**config.mk**
```make
export PLATFORM = sky130hd
export DESIGN_NAME = mnc_norm
export DESIGN_NICKNAME = d
export VERILOG_FILES = /design/src/design/mnc_pkg.sv /design/src/design/mnc_norm.sv
export SDC_FILE = /design/constraint.sdc
export NUM_CORES = 2
export LEC_CHECK = 0
export BUFFER_PORTS_ARGS = -buffer_cell sky130_fd_sc_hd__buf_2
export CAP_MARGIN = 20
export CELL_PAD_IN_SITES_DETAIL_PLACEMENT = 2
export CELL_PAD_IN_SITES_GLOBAL_PLACEMENT = 2
export CORE_ASPECT_RATIO = 1.2
export CORE_MARGIN = 2
export CORE_UTILIZATION = 38
export DETAILED_ROUTE_END_ITERATION = 16
export HOLD_SLACK_MARGIN = 0.05
export MAX_ROUTING_LAYER = met4
export PLACE_DENSITY_LB_ADDON = 0.12
export SETUP_SLACK_MARGIN = 0.2
export SLEW_MARGIN = 40
export SYNTH_ARGS = -nofsm -noshare
export SYNTH_HDL_FRONTEND = slang
export SYNTH_SLANG_ARGS = --single-unit
export TNS_END_PERCENT = 20
```
**constraint.sdc**
```tcl
create_clock -name clock -period 13.1 [get_ports clock]
set_clock_uncertainty 0.2 [all_clocks]
set_input_delay 0.655 -clock clock [delete_from_list [all_inputs] [get_ports clock]]
set_output_delay 0.655 -clock clock [all_outputs]
set_load 0.01 [all_outputs]
```
**src/design/mnc_pkg.sv**
```systemverilog
// ---------------------------------------------------------------------------
// mnc_pkg: shared types and constants
// Sizes, function and status codes, vector types for the mesh normal block.
// ---------------------------------------------------------------------------
package mnc_pkg;

   localparam int MAX_VERTICES = 1024;
   localparam int MAX_FACES    = 2048;
   localparam int VERT_AW      = $clog2(MAX_VERTICES);
   localparam int FACE_AW      = $clog2(MAX_FACES);

   localparam int COORD_W = 16;
   localparam int NORM_W  = 16;
   localparam int WIDE_W  = 36;
   localparam int SUM_W   = 32;

   localparam logic [2:0] FUNC_LOAD_VERT = 3'd0;
   localparam logic [2:0] FUNC_LOAD_FACE = 3'd1;
   localparam logic [2:0] FUNC_COMPUTE   = 3'd2;
   localparam logic [2:0] FUNC_READ_FACE = 3'd3;
   localparam logic [2:0] FUNC_READ_VERT = 3'd4;

   localparam logic [1:0] STATUS_OK     = 2'd0;
   localparam logic [1:0] STATUS_INDEX  = 2'd1;
   localparam logic [1:0] STATUS_CORNER = 2'd2;

   localparam logic CSR_VERTEX_COUNT = 1'b0;
   localparam logic CSR_FACE_COUNT   = 1'b1;

   typedef struct packed {
      logic signed [WIDE_W-1:0] x;
      logic signed [WIDE_W-1:0] y;
      logic signed [WIDE_W-1:0] z;
   } wide_vec_type;

   typedef struct packed {
      logic signed [NORM_W-1:0] x;
      logic signed [NORM_W-1:0] y;
      logic signed [NORM_W-1:0] z;
   } norm_vec_type;

endpackage

```
**src/design/mnc_norm.sv**
```systemverilog
// ---------------------------------------------------------------------------
// mnc_norm: iterative vector normalizer
// Scales a vector down below 2^24, takes an integer square root bit by bit
// and divides each component by it, giving a Q1.14 unit vector.
// ---------------------------------------------------------------------------
module mnc_norm import mnc_pkg::*; (
   input  logic         clock,
   input  logic         reset,
   input  logic         start,
   input  wide_vec_type vec,
   output logic         done,
   output norm_vec_type result
);

   typedef enum logic [5:0] {
      N_IDLE  = 6'b000001,
      N_SHIFT = 6'b000010,
      N_SQ    = 6'b000100,
      N_SQRT  = 6'b001000,
      N_DINIT = 6'b010000,
      N_DIV   = 6'b100000
   } nstate_type;

   nstate_type nstate_ff, nstate_in;
   logic [WIDE_W-1:0]        mag_ff [3];
   logic [WIDE_W-1:0]        mag_in [3];
   logic                     neg_ff [3];
   logic                     neg_in [3];
   logic [49:0]              sum_ff, sum_in;
   logic [24:0]              root_ff, root_in;
   logic [4:0]               cnt_ff, cnt_in;
   logic [1:0]               j_ff, j_in;
   logic [38:0]              rem_ff, rem_in;
   logic [14:0]              q_ff, q_in;
   logic signed [NORM_W-1:0] res_ff [3];
   logic signed [NORM_W-1:0] res_in [3];
   logic                     done_ff, done_in;

   logic [WIDE_W-1:0] mx;
   logic [23:0]       sq_op;
   logic [47:0]       sq;
   logic [24:0]       cand;
   logic [49:0]       csq;
   logic [38:0]       dv;
   logic signed [WIDE_W-1:0] vin [3];

   assign vin[0] = vec.x;
   assign vin[1] = vec.y;
   assign vin[2] = vec.z;

   always_comb begin
      mx = mag_ff[0];
      if (mag_ff[1] > mx) mx = mag_ff[1];
      if (mag_ff[2] > mx) mx = mag_ff[2];
      sq_op = mag_ff[j_ff][23:0];
      sq    = sq_op * sq_op;
      cand  = root_ff | (25'd1 << cnt_ff);
      csq   = cand * cand;
      dv    = 39'(root_ff) << cnt_ff;
   end

   always_comb begin
      nstate_in = nstate_ff;
      mag_in    = mag_ff;
      neg_in    = neg_ff;
      sum_in    = sum_ff;
      root_in   = root_ff;
      cnt_in    = cnt_ff;
      j_in      = j_ff;
      rem_in    = rem_ff;
      q_in      = q_ff;
      res_in    = res_ff;
      done_in   = 1'b0;
      case (nstate_ff)
         N_IDLE: begin
            if (start) begin
               for (int i = 0; i < 3; i++) begin
                  neg_in[i] = vin[i] < 0;
                  mag_in[i] = (vin[i] < 0) ? WIDE_W'(-vin[i]) : WIDE_W'(vin[i]);
               end
               nstate_in = N_SHIFT;
            end
         end
         N_SHIFT: begin
            if (mx == '0) begin
               for (int i = 0; i < 3; i++) res_in[i] = '0;
               done_in   = 1'b1;
               nstate_in = N_IDLE;
            end else if (mx[WIDE_W-1:24] != '0) begin
               for (int i = 0; i < 3; i++) mag_in[i] = mag_ff[i] >> 1;
            end else begin
               j_in      = 2'd0;
               sum_in    = '0;
               nstate_in = N_SQ;
            end
         end
         N_SQ: begin
            sum_in = sum_ff + 50'(sq);
            if (j_ff == 2'd2) begin
               root_in   = '0;
               cnt_in    = 5'd24;
               nstate_in = N_SQRT;
            end else begin
               j_in = j_ff + 2'd1;
            end
         end
         N_SQRT: begin
            if (csq <= sum_ff) root_in = cand;
            if (cnt_ff == 5'd0) begin
               j_in      = 2'd0;
               nstate_in = N_DINIT;
            end else begin
               cnt_in = cnt_ff - 5'd1;
            end
         end
         N_DINIT: begin
            rem_in    = {1'b0, mag_ff[j_ff][23:0], 14'b0} + 39'(root_ff >> 1);
            q_in      = '0;
            cnt_in    = 5'd14;
            nstate_in = N_DIV;
         end
         N_DIV: begin
            if (rem_ff >= dv) begin
               rem_in           = rem_ff - dv;
               q_in[cnt_ff[3:0]] = 1'b1;
            end
            if (cnt_ff == 5'd0) begin
               res_in[j_ff] = neg_ff[j_ff] ? -$signed({1'b0, q_in})
                                           : $signed({1'b0, q_in});
               if (j_ff == 2'd2) begin
                  done_in   = 1'b1;
                  nstate_in = N_IDLE;
               end else begin
                  j_in      = j_ff + 2'd1;
                  nstate_in = N_DINIT;
               end
            end else begin
               cnt_in = cnt_ff - 5'd1;
            end
         end
         default: nstate_in = N_IDLE;
      endcase
   end

   always_ff @(posedge clock) begin
      if (reset) begin
         nstate_ff <= N_IDLE;
         done_ff   <= 1'b0;
      end else begin
         nstate_ff <= nstate_in;
         done_ff   <= done_in;
      end
      mag_ff  <= mag_in;
      neg_ff  <= neg_in;
      sum_ff  <= sum_in;
      root_ff <= root_in;
      cnt_ff  <= cnt_in;
      j_ff    <= j_in;
      rem_ff  <= rem_in;
      q_ff    <= q_in;
      res_ff  <= res_in;
   end

   assign done     = done_ff;
   assign result.x = res_ff[0];
   assign result.y = res_ff[1];
   assign result.z = res_ff[2];

endmodule

```
==> reports/metrics.cfg <==
[hold_path]
timing.hold.worst.class=input port to flop

[synth]
syn-instance-count=6366
synth_nets=7951
postSynthRegisterBits=302
number_of_distinct_standard_cells_referenced_by_the_synthesized_netlist=82
mappedNetlistArea_sq_um=57600
synth_sequential_area_ratio_pct=15.6
synth_top_cell_by_area=fa_1
fraction_of_synthesis_flops_using_an_asynchronous_set_or_reset_pin_pct=0
ys.flop_type=edfxtp_1
synth.yosys.warnings=0
netlist_top_cells_area=fa_1 (33%), edfxtp_1 (15%), ha_1 (12%)
synth_enable_flop_cells=295
syn-mean-instance-area_sq_um=9.05
synth_top_area_share_pct=32.7

[sta]
report.final.hold_viol_count=0
timing.slew.headroom_pct=36.4
fmaxAchievable_mhz=83.2
rsz_0062_raised_after_global_routing=no
fin_tns_setup_ns=0
period_utilisation_layout_pct=91.8
slew_viol_final=0
setup_violations=0
final_period_minus_worst_setup_slack_ns=12.02
worst_slew_pin_slew_ns=0.953

[routing]
detail_route.vias_per_cell=5.43
routed-via-count=45800
drt_drc_violations_left=0
route.antenna.remaining_nets=0
detailed_routing_iterations_pass_1=5
routed_wire_length_per_instance_microns=24.9
wl_microns=210000
drtIter0Drc=2270

[die]
core_area_sq_um=151000
floorplan.rows=156
number_of_top_level_pins=160
fp.dieArea_sq_um=155000
die-width_microns=360
floorplan.initialDensity_pct=38.2
die_height_microns=431

[cts]
numClockSinks=302
h-tree-depth=2
cts.hold.buffers_added=0
tritoncts=done
tritoncts.num_buffers=41
worst_case_clock_buffer_depth=3
post_cts_buffers=0
number_of_gates_resized_after_cts=0
clkSlewWorstSetupHoldPaths_ns=0.07
clk_root_buffer_cell=clkbuf_16
clk-insertion-delay-late_ns=0.62

[finish]
area_growth_pct=8.35
final_common_cell=inv_1
num-fill-cells=16700
most-common-layout-cells=inv_1 (1308), fa_1 (940), nor2_1 (633), nand2_1 (540), ha_1 (533)
design.final.nets=8011
final_layout_size_suffix_gt1_share_pct=6.91

[worst_setup_path]
critPathSlowestCell=edfxtp_1
crit_path_frequent_cell=fa_1
crit_path_start_kind=flop
arrival_ns=12.11
crit_fanout=25
criticalPathCategory=flop to flop
cp_data_required_time_ns=13.19
critical-path-max-stage-delay_ns=0.76
element_type_at_the_critical_path_end=flop

[global_routing]
grt.total_usage_pct=28.5
grt_max_degree=192
global_route_wire_length_before_repair_microns=327000
grt_antenna_before_repair=13
grt.overflow.total=0
via_count_of_the_first_global_routing_pass=53500

[placed_design]
place_hpwl_microns=172000
portBuffers=159
gpl.final_weighted_congestion=0.898

[flow_run]
drv_cap=0

[outcome]
outcome=completed

registers in the layout, indices dropped and copies added, names as in the netlist:
signal     count
q_ff          15
cnt_ff         5
neg_ff         3
done           1
rem_ff        39
sum_ff        50
mag_ff       108
result        48
j_ff           2
root_ff       25
nstate_ff      6
worst max-delay path: cells and delay by family, from the launching register on:
family | cells | cell delay [ns]
adder cells (fa/ha/maj) | 9 | 4.31
buffers and inverters | 8 | 1.71
AO/OA/AOI/OAI | 14 | 3.24
XOR/XNOR | 1 | 0.20
AND/OR/NAND/NOR | 5 | 1.24
flip-flops | 1 | 0.76
cells by family (layout without fill, tap and decap cells):
family | after synthesis | count (layout) | share of synthesized area (%)
AOI/OAI and AO/OA | 970 | 970 | 10.5
DFF | 302 | 302 | 15.6
adders and majority gates | 1474 | 1474 | 44.2
buffers and inverters | 1575 | 1667 | 10.3
and+or+nand+nor | 1642 | 1642 | 12.6
muxes | 145 | 145 | 2.80
other | 0 | 9 | 0
xor gates and xnor gates | 258 | 258 | 3.92
final timing paths:
check,slack [ns],depth (start not counted),from,to
hold / removal,0.14,2,reset,done
setup / recovery,1.08,37,cnt_ff[3],root_ff[11]
setup reg to reg,1.08,37,cnt_ff[3],root_ff[11]
hold reg to reg,0.34,2,nstate_ff[3],nstate_ff[3]
layer usage:
layer	up-vias	global-route usage (%)	routed length (microns)
met5	-	-	0
met4	0	7.79	6400
met3	273	1.71	4860
met2	711	51.4	111000
met1	24300	34.5	88400
li1	20500	-	-
synth_stat cells (all sizes together), types with 19 or more instances:
master  number
a211oi      25
a21o       135
a21oi      259
a31oi       41
and2        27
and3        20
buf         47
clkbuf     200
edfxtp     295
fa         940
ha         534
inv       1318
mux2i      121
nand2      541
nand2b      52
nand3       74
nand4       56
nor2       636
nor2b       35
nor3        48
nor4        46
o21a        19
o21ai      285
o21bai      27
o31ai       37
or2         19
or3         41
or4         20
xnor2      111
xor2       147
stage by stage:
stage / setup slack [ns] / hold slack, ns / instance area (sq um) / util (%) / instances
after floorplan: 0.348 / 0.283 / 57600 / - / 6366
after global placement: 1.16 / 0.304 / 61000 / 40.5 / 8357
after detailed placement: 1.01 / 0.318 / 61000 / 40.5 / 8358
after CTS: 0.928 / 0.0984 / 62400 / 41.4 / 8433
after global routing: 0.373 / 0.117 / 62400 / 41.4 / 8442
final: 1.08 / 0.136 / 62400 / 41.4 / 8442
final cells by class:
class | instances | area (sq um) | share of cell area (%)
antenna | 9 | 22.5 | 0.0361
tap | 1975 | 2470 | 3.96
timing repair buffer | 264 | 1610 | 2.58
clock inverter | 32 | 335 | 0.537
clock buffer | 43 | 1030 | 1.66
inverter | 1328 | 4990 | 7.99
sequential | 302 | 9000 | 14.4
multi-input combinational | 4489 | 43000 | 68.8
Power is left out: the tool's default activity adds up to more than one toggle a clock period on the data nets, which glitch-free logic cannot reach.
